### src/rtl/sur_pkg.sv
// ----------------------------------------------------------------------------
// sur_pkg
// Shared types, widths and saturating arithmetic of the sum-up rounding
// row selector.
// ----------------------------------------------------------------------------
`default_nettype none

package sur_pkg;

  localparam int MAX_ROWS  = 16;
  localparam int FRAC_BITS = 16;

  localparam int VALUE_W  = FRAC_BITS + 1;
  localparam int CARRY_W  = FRAC_BITS + 3;
  localparam int ROW_W    = $clog2(MAX_ROWS);
  localparam int CNT_W    = $clog2(MAX_ROWS + 1);
  localparam int CHOSEN_W = 4;

  localparam int QUEUE_DEPTH = 2;
  localparam int QPTR_W      = $clog2(QUEUE_DEPTH);
  localparam int QCNT_W      = $clog2(QUEUE_DEPTH + 1);

  typedef logic signed [CARRY_W-1:0] carry_t;
  typedef logic signed [CARRY_W:0]   wide_t;

  localparam wide_t WIDE_MAX  = wide_t'((64'sd1 <<< (CARRY_W - 1)) - 64'sd1);
  localparam wide_t WIDE_MIN  = wide_t'(-(64'sd1 <<< (CARRY_W - 1)));
  localparam wide_t ONE_WIDE  = wide_t'(64'sd1 <<< FRAC_BITS);

  typedef struct packed {
    logic [VALUE_W-1:0] relaxed_value;
    logic               first_column;
    logic               last_row;
  } in_item_t;

  typedef struct packed {
    logic [CHOSEN_W-1:0] chosen_row;
    logic                no_eligible_row;
  } out_item_t;

  // classified row request, front to back
  typedef struct packed {
    logic [VALUE_W-1:0] value;
    logic [ROW_W-1:0]   row;
    logic               skip;
    logic               first;
    logic               last;
    logic               may_win;
  } row_item_t;

  typedef struct packed {
    logic empty;
    logic full;
  } queue_status_t;

  function automatic carry_t sat_wide(input wide_t v);
    if (v > WIDE_MAX) begin
      return carry_t'(WIDE_MAX);
    end else if (v < WIDE_MIN) begin
      return carry_t'(WIDE_MIN);
    end
    return carry_t'(v);
  endfunction

  function automatic carry_t sat_add_value(input carry_t c, input logic [VALUE_W-1:0] v);
    return sat_wide(wide_t'(c) + wide_t'({1'b0, v}));
  endfunction

  function automatic carry_t sat_minus_one(input carry_t c);
    return sat_wide(wide_t'(c) - ONE_WIDE);
  endfunction

endpackage

`default_nettype wire

### src/rtl/sur_front.sv
// ----------------------------------------------------------------------------
// sur_front
// Accepts row requests, tracks the row position within the column and
// classifies each request before it enters the queue.
// ----------------------------------------------------------------------------
`default_nettype none

module sur_front (
  input  wire                    clk,
  input  wire                    rst,
  input  wire                    cfg_we,
  input  wire                    cfg_data,
  input  wire                    in_valid,
  output logic                   in_ready,
  input  sur_pkg::in_item_t      in_item,
  input  sur_pkg::queue_status_t q_status,
  output logic                   push,
  output sur_pkg::row_item_t     push_item
);
  import sur_pkg::*;

  logic             eligible_only_mode;
  logic [CNT_W-1:0] row_count;
  logic             at_limit;

  assign at_limit = (row_count == CNT_W'(MAX_ROWS));
  assign in_ready = !q_status.full;
  assign push     = in_valid && in_ready;

  always_comb begin
    push_item.value   = in_item.relaxed_value;
    push_item.row     = row_count[ROW_W-1:0];
    push_item.skip    = at_limit;
    push_item.first   = in_item.first_column;
    push_item.last    = in_item.last_row;
    push_item.may_win = !eligible_only_mode || (in_item.relaxed_value != '0);
  end

  always_ff @(posedge clk) begin
    if (rst) begin
      eligible_only_mode <= 1'b0;
      row_count          <= '0;
    end else begin
      if (cfg_we) begin
        eligible_only_mode <= cfg_data;
      end
      if (push) begin
        if (in_item.last_row) begin
          row_count <= '0;
        end else if (!at_limit) begin
          // rows past the limit are marked skip, counter holds
          row_count <= row_count + CNT_W'(1);
        end
      end
    end
  end

endmodule

`default_nettype wire

### src/rtl/sur_queue.sv
// ----------------------------------------------------------------------------
// sur_queue
// Short register queue between the front and back parts.
// ----------------------------------------------------------------------------
`default_nettype none

module sur_queue (
  input  wire                    clk,
  input  wire                    rst,
  input  wire                    push,
  input  sur_pkg::row_item_t     push_item,
  input  wire                    pop,
  output sur_pkg::row_item_t     pop_item,
  output sur_pkg::queue_status_t status
);
  import sur_pkg::*;

  row_item_t         slots [QUEUE_DEPTH];
  logic [QPTR_W-1:0] wr_ptr;
  logic [QPTR_W-1:0] rd_ptr;
  logic [QCNT_W-1:0] count;
  logic              do_push;
  logic              do_pop;

  assign status.empty = (count == '0);
  assign status.full  = (count == QCNT_W'(QUEUE_DEPTH));
  assign do_push      = push && !status.full;
  assign do_pop       = pop && !status.empty;
  assign pop_item     = slots[rd_ptr];

  always_ff @(posedge clk) begin
    if (do_push) begin
      slots[wr_ptr] <= push_item;
    end
  end

  always_ff @(posedge clk) begin
    if (rst) begin
      wr_ptr <= '0;
      rd_ptr <= '0;
      count  <= '0;
    end else begin
      if (do_push) begin
        wr_ptr <= (wr_ptr == QPTR_W'(QUEUE_DEPTH - 1)) ? '0 : wr_ptr + QPTR_W'(1);
      end
      if (do_pop) begin
        rd_ptr <= (rd_ptr == QPTR_W'(QUEUE_DEPTH - 1)) ? '0 : rd_ptr + QPTR_W'(1);
      end
      if (do_push && !do_pop) begin
        count <= count + QCNT_W'(1);
      end else if (do_pop && !do_push) begin
        count <= count - QCNT_W'(1);
      end
    end
  end

endmodule

`default_nettype wire

### src/rtl/sur_back.sv
// ----------------------------------------------------------------------------
// sur_back
// Carry update and running maximum per row, decision and result register
// at the end of each column.
// ----------------------------------------------------------------------------
`default_nettype none

module sur_back (
  input  wire                    clk,
  input  wire                    rst,
  input  sur_pkg::queue_status_t q_status,
  input  sur_pkg::row_item_t     pop_item,
  output logic                   pop,
  output logic                   out_valid,
  input  wire                    out_ready,
  output sur_pkg::out_item_t     out_item
);
  import sur_pkg::*;

  carry_t              row_carry [MAX_ROWS];
  // chosen row still owes its minus one, applied when it is next read
  logic [MAX_ROWS-1:0] row_owes;
  logic [MAX_ROWS-1:0] row_owes_next;
  carry_t              best_value;
  logic [ROW_W-1:0]    best_row;
  logic                best_found;

  carry_t              stored;
  carry_t              carry_in;
  carry_t              acc;
  logic                take;
  carry_t              best_value_next;
  logic [ROW_W-1:0]    best_row_next;
  logic                best_found_next;
  logic                out_free;

  assign out_free = !out_valid || out_ready;
  assign pop      = !q_status.empty && (!pop_item.last || out_free);

  always_comb begin
    stored   = row_owes[pop_item.row] ? sat_minus_one(row_carry[pop_item.row])
                                      : row_carry[pop_item.row];
    carry_in = pop_item.first ? carry_t'(0) : stored;
    acc      = sat_add_value(carry_in, pop_item.value);
    take     = !pop_item.skip && pop_item.may_win && (!best_found || (acc > best_value));
    best_found_next = best_found || take;
    best_row_next   = take ? pop_item.row : best_row;
    best_value_next = take ? acc : best_value;
  end

  // a row that is read settles its debt, the new winner takes one on
  always_comb begin
    row_owes_next = row_owes;
    if (pop && !pop_item.skip) begin
      row_owes_next[pop_item.row] = 1'b0;
    end
    if (pop && pop_item.last && best_found_next) begin
      row_owes_next[best_row_next] = 1'b1;
    end
  end

  always_ff @(posedge clk) begin
    if (rst) begin
      for (int i = 0; i < MAX_ROWS; i++) begin
        row_carry[i] <= '0;
      end
      row_owes   <= '0;
      best_value <= '0;
      best_row   <= '0;
      best_found <= 1'b0;
      out_valid  <= 1'b0;
      out_item   <= '0;
    end else begin
      row_owes <= row_owes_next;
      if (pop && pop_item.last) begin
        out_valid <= 1'b1;
      end else if (out_ready) begin
        out_valid <= 1'b0;
      end
      if (pop) begin
        if (!pop_item.skip) begin
          row_carry[pop_item.row] <= acc;
        end
        if (pop_item.last) begin
          out_item.chosen_row      <= best_found_next ? CHOSEN_W'(best_row_next) : '0;
          out_item.no_eligible_row <= !best_found_next;
          best_value <= '0;
          best_row   <= '0;
          best_found <= 1'b0;
        end else begin
          best_value <= best_value_next;
          best_row   <= best_row_next;
          best_found <= best_found_next;
        end
      end
    end
  end

endmodule

`default_nettype wire

### src/rtl/sum_up_rounding_selector.sv
// ----------------------------------------------------------------------------
// sum_up_rounding_selector
// Sum-up rounding row selector: one row value per request, one decision
// per column, front classifier and back update joined by a short queue.
// ----------------------------------------------------------------------------
// throughput: one row request per cycle, sustained while the result register does not stall,
//   with the carry read, add and compare done combinationally in the back part
// result path: an accepted last-row request passes the queue slot, then the
//   result register, and waits in the queue while the result register is stalled
// reset: synchronous; clears carries, row counter, running best, queue
//   and mode register at once, no clearing pass
// ----------------------------------------------------------------------------
`default_nettype none

module sum_up_rounding_selector (
  input  wire                clk,
  input  wire                rst,
  input  wire                cfg_we,
  input  wire                cfg_data,
  input  wire                in_valid,
  output logic               in_ready,
  input  sur_pkg::in_item_t  in_item,
  output logic               out_valid,
  input  wire                out_ready,
  output sur_pkg::out_item_t out_item
);
  import sur_pkg::*;

  logic          q_push;
  logic          q_pop;
  row_item_t     q_push_item;
  row_item_t     q_pop_item;
  queue_status_t q_status;

  sur_front u_front (
    .clk       (clk),
    .rst       (rst),
    .cfg_we    (cfg_we),
    .cfg_data  (cfg_data),
    .in_valid  (in_valid),
    .in_ready  (in_ready),
    .in_item   (in_item),
    .q_status  (q_status),
    .push      (q_push),
    .push_item (q_push_item)
  );

  sur_queue u_queue (
    .clk       (clk),
    .rst       (rst),
    .push      (q_push),
    .push_item (q_push_item),
    .pop       (q_pop),
    .pop_item  (q_pop_item),
    .status    (q_status)
  );

  sur_back u_back (
    .clk       (clk),
    .rst       (rst),
    .q_status  (q_status),
    .pop_item  (q_pop_item),
    .pop       (q_pop),
    .out_valid (out_valid),
    .out_ready (out_ready),
    .out_item  (out_item)
  );

  a_queue_sane: assert property (@(posedge clk) disable iff (rst)
    !(q_status.full && q_status.empty))
    else $error("queue full and empty at once");

  a_pop_nonempty: assert property (@(posedge clk) disable iff (rst)
    q_pop |-> !q_status.empty)
    else $error("back popped an empty queue");

  a_push_lands: assert property (@(posedge clk) disable iff (rst)
    (in_valid && in_ready) |=> !q_status.empty)
    else $error("accepted request missing from queue");

  a_result_from_last: assert property (@(posedge clk) disable iff (rst)
    (q_pop && q_pop_item.last) |=> out_valid)
    else $error("column end gave no result");

endmodule

`default_nettype wire
### config.mk
export PLATFORM = sky130hd
export DESIGN_NAME = sum_up_rounding_selector
export DESIGN_NICKNAME = d
export VERILOG_FILES = /design/src/rtl/sur_pkg.sv /design/src/rtl/sur_front.sv /design/src/rtl/sur_queue.sv /design/src/rtl/sur_back.sv /design/src/rtl/sum_up_rounding_selector.sv
export SDC_FILE = /design/constraint.sdc
export NUM_CORES = 1
export LEC_CHECK = 0
export BUFFER_PORTS_ARGS = -buffer_cell sky130_fd_sc_hd__buf_2
export CAP_MARGIN = 40
export CELL_PAD_IN_SITES_DETAIL_PLACEMENT = 1
export CELL_PAD_IN_SITES_GLOBAL_PLACEMENT = 2
export CORE_ASPECT_RATIO = 0.5
export CORE_UTILIZATION = 39
export DETAILED_ROUTE_END_ITERATION = 16
export GPL_TIMING_DRIVEN = 0
export MAX_ROUTING_LAYER = met4
export PLACE_DENSITY_LB_ADDON = 0.1
export SKIP_CTS_REPAIR_TIMING = 1
export SYNTH_ARGS = -nofsm -noshare
export SYNTH_HDL_FRONTEND = slang
export SYNTH_HIERARCHICAL = 1
export SYNTH_SLANG_ARGS = --single-unit
### constraint.sdc
create_clock -name clk -period 25.7 [get_ports clk]
set_input_delay 3.855 -clock clk [delete_from_list [all_inputs] [get_ports clk]]
set_output_delay 3.855 -clock clk [all_outputs]
set_load 0.03 [all_outputs]
==> metrics.md, run 1 <==
| Metric | Value |
|---|---|
| First-iteration detailed-routing DRC count | `1324` |
| Sequential share of the synthesized area | `around three fifths` |
| Minimum clock period | `11.49 ns` |
| Met3 WL | `~5.0 mm` |
| Clk_lat worst skew | `about 0.57 ns` |
| Vias | `13000` |
| Gr ovfl total | `0` |
| Initial antenna violation count | `2` |
| Final nets | `1679` |
| Hold Violations, Final | `0` |
| Most numerous cell on the critical path | `nor2_1` |
| FMAX | `between 80 and 90 MHz` |
| Die height | `roughly 160 µm` |
| Die X | `317 µm` |
| Top FF cell, synth | `edfxtp_1` |
| R2R cell count | `34` |
| Vias in the first global route | `13400` |
| Clk root buf | `clkbuf_16` |
| Synth cell types | `64` |
| R2R Path End | `u_back/best_value[12]` |
| Final Skew | `about 0.029 ns` |
| Status | `completed` |
| Post-layout worst setup margin | `14.21 ns` |
| Pins Over Slew Limit | `0` |
| Post-Route WL | `63.8 mm` |
| Max-Cap Viols | `0` |
| Aggregate negative setup slack | `0 ns` |
| CP startpoint kind | `register` |
| # setup viols final | `0` |
| PwrDens | `approximately 140 nW/µm²` |
| Initial core utilization | `between 30 and 40%` |
| IO buf count | `30` |
| TritonCTS clock tree | `built` |
| DRT Pass-1 Iters | `5` |
| Final period utilization | `between 40% and 50%` |
| CP peak stage delay | `0.71 ns` |
| I/O pins | `32` |
| DRC | `0` |
| Final HPWL DP | `~48 mm` |
| Largest net degree at the start of global routing | `18` |
| Wire length per cell | `27.9 µm` |
| Synth-to-layout area growth | `15.0%` |
| Number of synthesized flops with an enable pin | `354` |
| CTS clk-pin slew, worst paths | `~0.070 ns` |
| Critical path's slowest cell | `buf_1` |
| Worst-Margin Slew | `approximately 0.93 ns` |
| Tot Pwr | `a little over 0.003 W` |
| Die ar. | `slightly above 50000 µm²` |
| GPL Wtd Cong | `0.861` |
| Placement Setup Slack | `approximately 14 ns` |
| FF+latch count, synth | `411` |
| Wl on met1 | `29.4 mm` |
| Area of the multi-input gates | `6690 µm²` |
| Worst Setup End Kind | `register` |
| Avg Inst Size Synth | `12.9 µm²` |
| Min-delay worst type | `reg2reg` |
| Worst EP required | `26.18 ns` |
| FILL cells | `4982` |
| Post-synth ARST share | `0%` |
| Bufs on Longest Clock Path | `3` |
| Leakage | `between 8 and 9 nW` |
| Core area | `48800 µm²` |
| Flop-to-flop setup slack | `about 14 ns` |
| Register area | `11800 µm²` |
| Clock Sinks | `411` |
| GR Util All Layers | `between 20% and 30%` |
| Cell area after synthesis | `about 19000 µm²` |
| CTS buffer count | `40` |
| Vias/cell | `5.69` |
| CTS HTree Levels | `2` |
| Slew HR | `a little under two fifths` |
| Rows | `57` |
| Met2 wire length | `about 28 mm` |
| Synth Net Count | `~1600` |
| Mapped Cells | `about 1500` |
| First-pass GRT wire length | `between 90 and 100 mm` |
| Arr. time, crit path | `11.97 ns` |
| CP Class | `reg2reg` |
| Max rail drop VDD | `slightly below 0.08 mV` |
| CP Max Fanout | `10` |
| Ys Warns | `6` |
| Fin util | `45.7%` |
| Share of layout cells above drive strength 1 | `21.5%` |
| Top Layer Used | `met4` |
| Antenna-violating nets left | `0` |
| Timing endpoint of the critical path | `u_back/best_value[12]` |
| RSZ-0062 raised after global routing | `no` |
layout by cell type, fill, tap and decap left out, types with 13 or more instances in the layout:
cell | netlist | routed
edfxtp_1 | 354 | 354
nor2_1 | 350 | 350
mux4_2 | 98 | 98
inv_1 | 71 | 71
clkbuf_1 | 46 | 60
buf_2 | 27 | 57
dfxtp_1 | 57 | 57
nand2_1 | 54 | 54
a21oi_1 | 44 | 44
o21ai_0 | 43 | 43
clkbuf_16 | 0 | 41
ha_1 | 41 | 41
buf_4 | 36 | 38
mux2_2 | 28 | 28
o22ai_1 | 19 | 19
o41ai_1 | 18 | 18
or2_2 | 18 | 18
nand3_1 | 16 | 16
buf_16 | 0 | 16
nor2b_1 | 15 | 15
buf_1 | 15 | 15
buf_6 | 1 | 13
power breakdown:
group | switching [W] | leakage (nW) | total [W] | internal, W
combinational | 0.00118 | 3.61 | 0.00171 | 0.000534
sequential | 0.0000239 | 4.07 | 0.000829 | 0.000805
clock | 0.000264 | 0.604 | 0.000580 | 0.000316
routing by layer:
layer / track usage, % / vias to the layer above
met5: - / -
met4: 5.03 / 0
met3: 5.12 / 69
met2: 39.1 / 440
met1: 37.4 / 6853
li1: - / 5670
worst max-delay path: cells and delay by family, from the launching register on:
kind,cells,cell delay (ns)
adder cells (fa/ha/maj),3,1.01
AND/OR/NAND/NOR,8,2.20
flip-flops,1,0.30
AO/OA/AOI/OAI,10,2.50
multiplexers,3,1.23
buffers and inverters,10,4.10
synth_stat cells, types with 18 or more instances:
library cell,n,share of area (%)
mux2_2,28,1.6
mux4_2,98,11
o41ai_1,18,0.81
buf_2,27,0.70
dfxtp_1,57,5.9
clkbuf_1,46,0.89
ha_1,41,2.6
buf_4,36,1.4
a21oi_1,44,1.1
or2_2,18,0.58
nor2_1,350,6.8
inv_1,71,1.4
o22ai_1,19,0.61
nand2_1,54,1.0
edfxtp_1,354,55
o21ai_0,43,1.1
layout make-up:
type | instances | share of cell area, %
Antenna cell | 1 | 0.0112
Buffer | 125 | 2.89
Clock buffer | 58 | 5.02
Clock inverter | 13 | 0.533
Inverter | 79 | 1.33
Multi-Input combinational cell | 887 | 30.0
Sequential cell | 411 | 52.8
Tap cell | 649 | 3.64
Timing Repair Buffer | 68 | 3.81
registers in the layout, summed over array words and instances, names as in the netlist, named ones only:
signal / count
u_back/row_carry: 304
u_queue/slots: 50
u_back/best_value: 19
u_back/row_owes: 16
u_back/out_item: 5
u_front/row_count: 5
u_back/best_row: 4
u_queue/count: 2
u_back/best_found: 1
u_back/out_valid: 1
u_front/eligible_only_mode: 1
u_queue/rd_ptr: 1
u_queue/wr_ptr: 1
how the worst min path moves through the flow:
stage,start,endpoint,slack (ns),cells past startpoint
2_1_floorplan,u_back/row_owes[12],u_back/row_owes[12],0.41,2
3_3_place_gp,u_back/row_owes[7],u_back/row_owes[7],0.43,2
3_5_place_dp,u_back/row_owes[15],u_back/row_owes[15],0.44,2
4_1_cts,u_back/row_owes[15],u_back/row_owes[15],0.46,2
5_1_grt,u_back/row_owes[2],u_back/row_owes[2],0.48,2
6_report,u_back/out_item[4],u_back/out_item[4],0.46,2
stage by stage:
step                hold WS, ns  instance area (µm²)  instances
global placement          0.429                20400       2181
floorplan                 0.414                19400       1502
finish                    0.456                22300       2291
global route              0.476                22300       2290
detailed placement        0.442                21100       2218
CTS                       0.461                22300       2289
cell families (layout without fill, tap and decap cells):
| group | Yosys count | in the layout | synth area share (%) |
|---|---|---|---|
| simple gates | 521 | 521 | 11.9 |
| flops | 411 | 411 | 60.7 |
| buf+inv | 204 | 343 | 4.85 |
| compound gates | 174 | 174 | 5.73 |
| mux | 137 | 137 | 13.6 |
| fa+ha+maj | 42 | 42 | 2.75 |
| xor+xnor | 13 | 13 | 0.587 |
| other cells | 0 | 1 | 0 |
Power figures use the tool's default switching activity.
==> inputs of run 2 (changes only) <==
==> constraint.sdc (replaced) <==
create_clock -name clk -period 10.12 [get_ports clk]
set_input_delay 1.518 -clock clk [delete_from_list [all_inputs] [get_ports clk]]
set_output_delay 1.518 -clock clk [all_outputs]
set_load 0.03 [all_outputs]
==> metrics.md, run 2 (same netlist as run 1, synthesis figures left out) <==
| Metric | Value |
|---|---|
| Status | `completed` |
| FILL cells | `4970 (-0.24%)` |
| P_int | `0.00426 W (+160%)` |
| Sw Share | `46.7% (-0.20 points)` |
| CP peak stage delay | `0.61 ns (-0.10 ns)` |
| Final HPWL DP | `47.6 mm (unchanged)` |
| Clk_lat worst skew | `0.57 ns (about the same)` |
| Final Skew | `0.0297 ns (+0.00106 ns)` |
| CP Max Fanout | `10 (unchanged)` |
| Leakage | `8.36 nW (+0.93%)` |
| Combinational power share | `55.2% (+0.4 points)` |
| Most numerous cell on the critical path | `clkbuf_4` |
| Min-delay worst type | `reg2reg` |
| DRC | `0 (unchanged)` |
| Final Instance Area | `22400 µm² (+0.47%)` |
| Placement Setup Slack | `-1.35 ns (-15.58 ns)` |
| Slew HR | `38.1% (about the same)` |
| CP Class | `reg2reg` |
| Wire length per cell | `27.9 µm (about the same)` |
| GR Util All Layers | `26.2% (unchanged)` |
| First-iteration detailed-routing DRC count | `1379 (+4.2%)` |
| Clk pwr share | `18.4% (-0.2 points)` |
| Tot Pwr | `0.00799 W (+160%)` |
| Arr. time, crit path | `10.09 ns (-1.88 ns)` |
| CP startpoint kind | `register` |
| # setup viols final | `0 (unchanged)` |
| Share of layout cells above drive strength 1 | `23.6% (+2.1 points)` |
| Die X | `317 µm (unchanged)` |
| Max FFs per register | `304 (unchanged)` |
| DRT Pass-1 Iters | `5 (unchanged)` |
| Synth-to-layout area growth | `15.5%` |
| PwrDens | `356 nW/µm² (+160%)` |
| Vias/cell | `5.70 (+0.19%)` |
| Die height | `160 µm (unchanged)` |
| Post-layout worst setup margin | `0.515 ns (-13.70 ns)` |
| Most common cell after layout, fill and taps aside | `edfxtp_1` |
| Fin util | `46.0% (+0.22 points)` |
| Largest net degree at the start of global routing | `18 (unchanged)` |
| CTS HTree Levels | `2 (unchanged)` |
| Psw | `0.00373 W (+160%)` |
| Gr ovfl total | `0 (unchanged)` |
| Vias | `13100 (+0.24%)` |
| Initial core utilization | `39.8% (unchanged)` |
| Bufs on Longest Clock Path | `3 (unchanged)` |
| Antenna-violating nets left | `0 (unchanged)` |
| I/O pins | `32 (unchanged)` |
| Max-Cap Viols | `0 (unchanged)` |
| Hold path cells | `2 (unchanged)` |
| Most frequent cells in the layout | `edfxtp_1 (354), nor2_1 (347), mux4_2 (98)` |
| Initial antenna violation count | `1 (-1)` |
| CTS clk-pin slew, worst paths | `0.07 ns (about the same)` |
| Seq pwr share | `26.3% (-0.3 points)` |
| FMAX | `104 MHz (+20%)` |
| Final period utilization | `94.9% (+50 points)` |
| RSZ-0062 raised after global routing | `no` |
| Register area | `11800 µm² (unchanged)` |
| Vias in the first global route | `13400 (unchanged)` |
| Worst EP required | `10.61 ns (-15.57 ns)` |
| # diodes | `0 (-1)` |
| Die ar. | `50700 µm² (unchanged)` |
| Worst-Margin Slew | `0.926 ns (+0.000285 ns)` |
| Core area | `48800 µm² (unchanged)` |
| First-pass GRT wire length | `93.1 mm (unchanged)` |
| Minimum clock period | `9.60 ns (-1.88 ns)` |
| Area of the multi-input gates | `6740 µm² (+0.65%)` |
| Post-Route WL | `63.8 mm (about the same)` |
| Rows | `57 (unchanged)` |
| GPL Wtd Cong | `0.861 (unchanged)` |
| Critical path's slowest cell | `or4_1` |
| Final nets | `1681 (+0.12%)` |
| R2R cell count | `33 (-2.9%)` |
| Pins Over Slew Limit | `0 (unchanged)` |
| Worst Setup End Kind | `register` |
| Clock Sinks | `411 (unchanged)` |
| Hold Violations, Final | `0 (unchanged)` |
| Post-placement cell area | `21100 µm² (unchanged)` |
| IO buf count | `30 (unchanged)` |
| Max rail drop VDD | `0.193 mV (+150%)` |
| Largest registers | `u_back/row_carry x304, u_queue/slots x50, u_back/best_value x19` |
| CTS buffer count | `40 (unchanged)` |
| TritonCTS clock tree | `built` |
| Top reg by flops | `u_back/row_carry` |
| Clk root buf | `clkbuf_16` |
## run 2: cell count changes in the layout (fill, tap and decap cells not counted), moves of 3 or more
cell	change
clkbuf_2	+15
clkbuf_1	-11
buf_2	-3
clkbuf_4	+6
nor2_2	+3
buf_4	+4
buf_1	-9
nor2_1	-3
## run 2: area by class of cell
cell class / instances / share of cell area [%]
clock inverter: 13 / 0.530
inverter: 79 / 1.34
clock buffer: 58 / 5.00
timing repair buffer: 71 / 3.90
sequential: 411 / 52.5
tap: 649 / 3.62
multi-input combinational: 887 / 30.1
buffer: 124 / 3.05
## run 2: worst max-delay path: cells and delay by family (launching register included)
family                     cells  cell delay [ns]
buffers and inverters         11             3.11
AOI/OAI and AO/OA              9             2.20
and+or+nand+nor                8             1.75
muxes                          3             1.38
adders and majority gates      2             0.71
DFF                            1             0.30
## run 2: final timing paths
kind / start / end / slack [ns]
worst max-delay path: register / u_back/best_value[12] / 0.52
worst min-delay path: u_back/out_item[4] / u_back/out_item[4] / 0.46
worst max register to register: register / u_back/best_value[12] / 0.52
worst min register to register: u_back/out_item[4] / u_back/out_item[4] / 0.46
## run 2: power by group through the flow
stage	combinational, W	clock [W]	sequential [W]
after detailed placement	0.00429	0	0.00214
final	0.00441	0.00147	0.00210
after floorplan	0.00247	0	0.00213
after CTS	0.00431	0.00151	0.00211
after global placement	0.00403	0	0.00213
after global routing	0.00471	0.00157	0.00212
## run 2: through the flow
stage,setup TNS (ns),cells,hold slack [ns]
2_1_floorplan,0,1502,0.414
3_3_place_gp,-66.36,2181,0.429
3_5_place_dp,-44.54,2218,0.442
4_1_cts,-44.22,2289,0.461
5_1_grt,0,2292,0.476
6_report,0,2292,0.458
## run 2: per-layer routing
| layer | wire (µm) | global-route usage, % | vias up | share of wire, % |
|---|---|---|---|---|
| met3 | 4620 | 5.12 | 74 | 7.2 |
| met2 | 28500 | 39.1 | 423 | 45 |
| met4 | 1160 | 5.03 | 0 | 1.8 |
| met5 | 0 | - | - | 0 |
| li1 | - | - | 5678 | - |
| met1 | 29600 | 37.4 | 6888 | 46 |
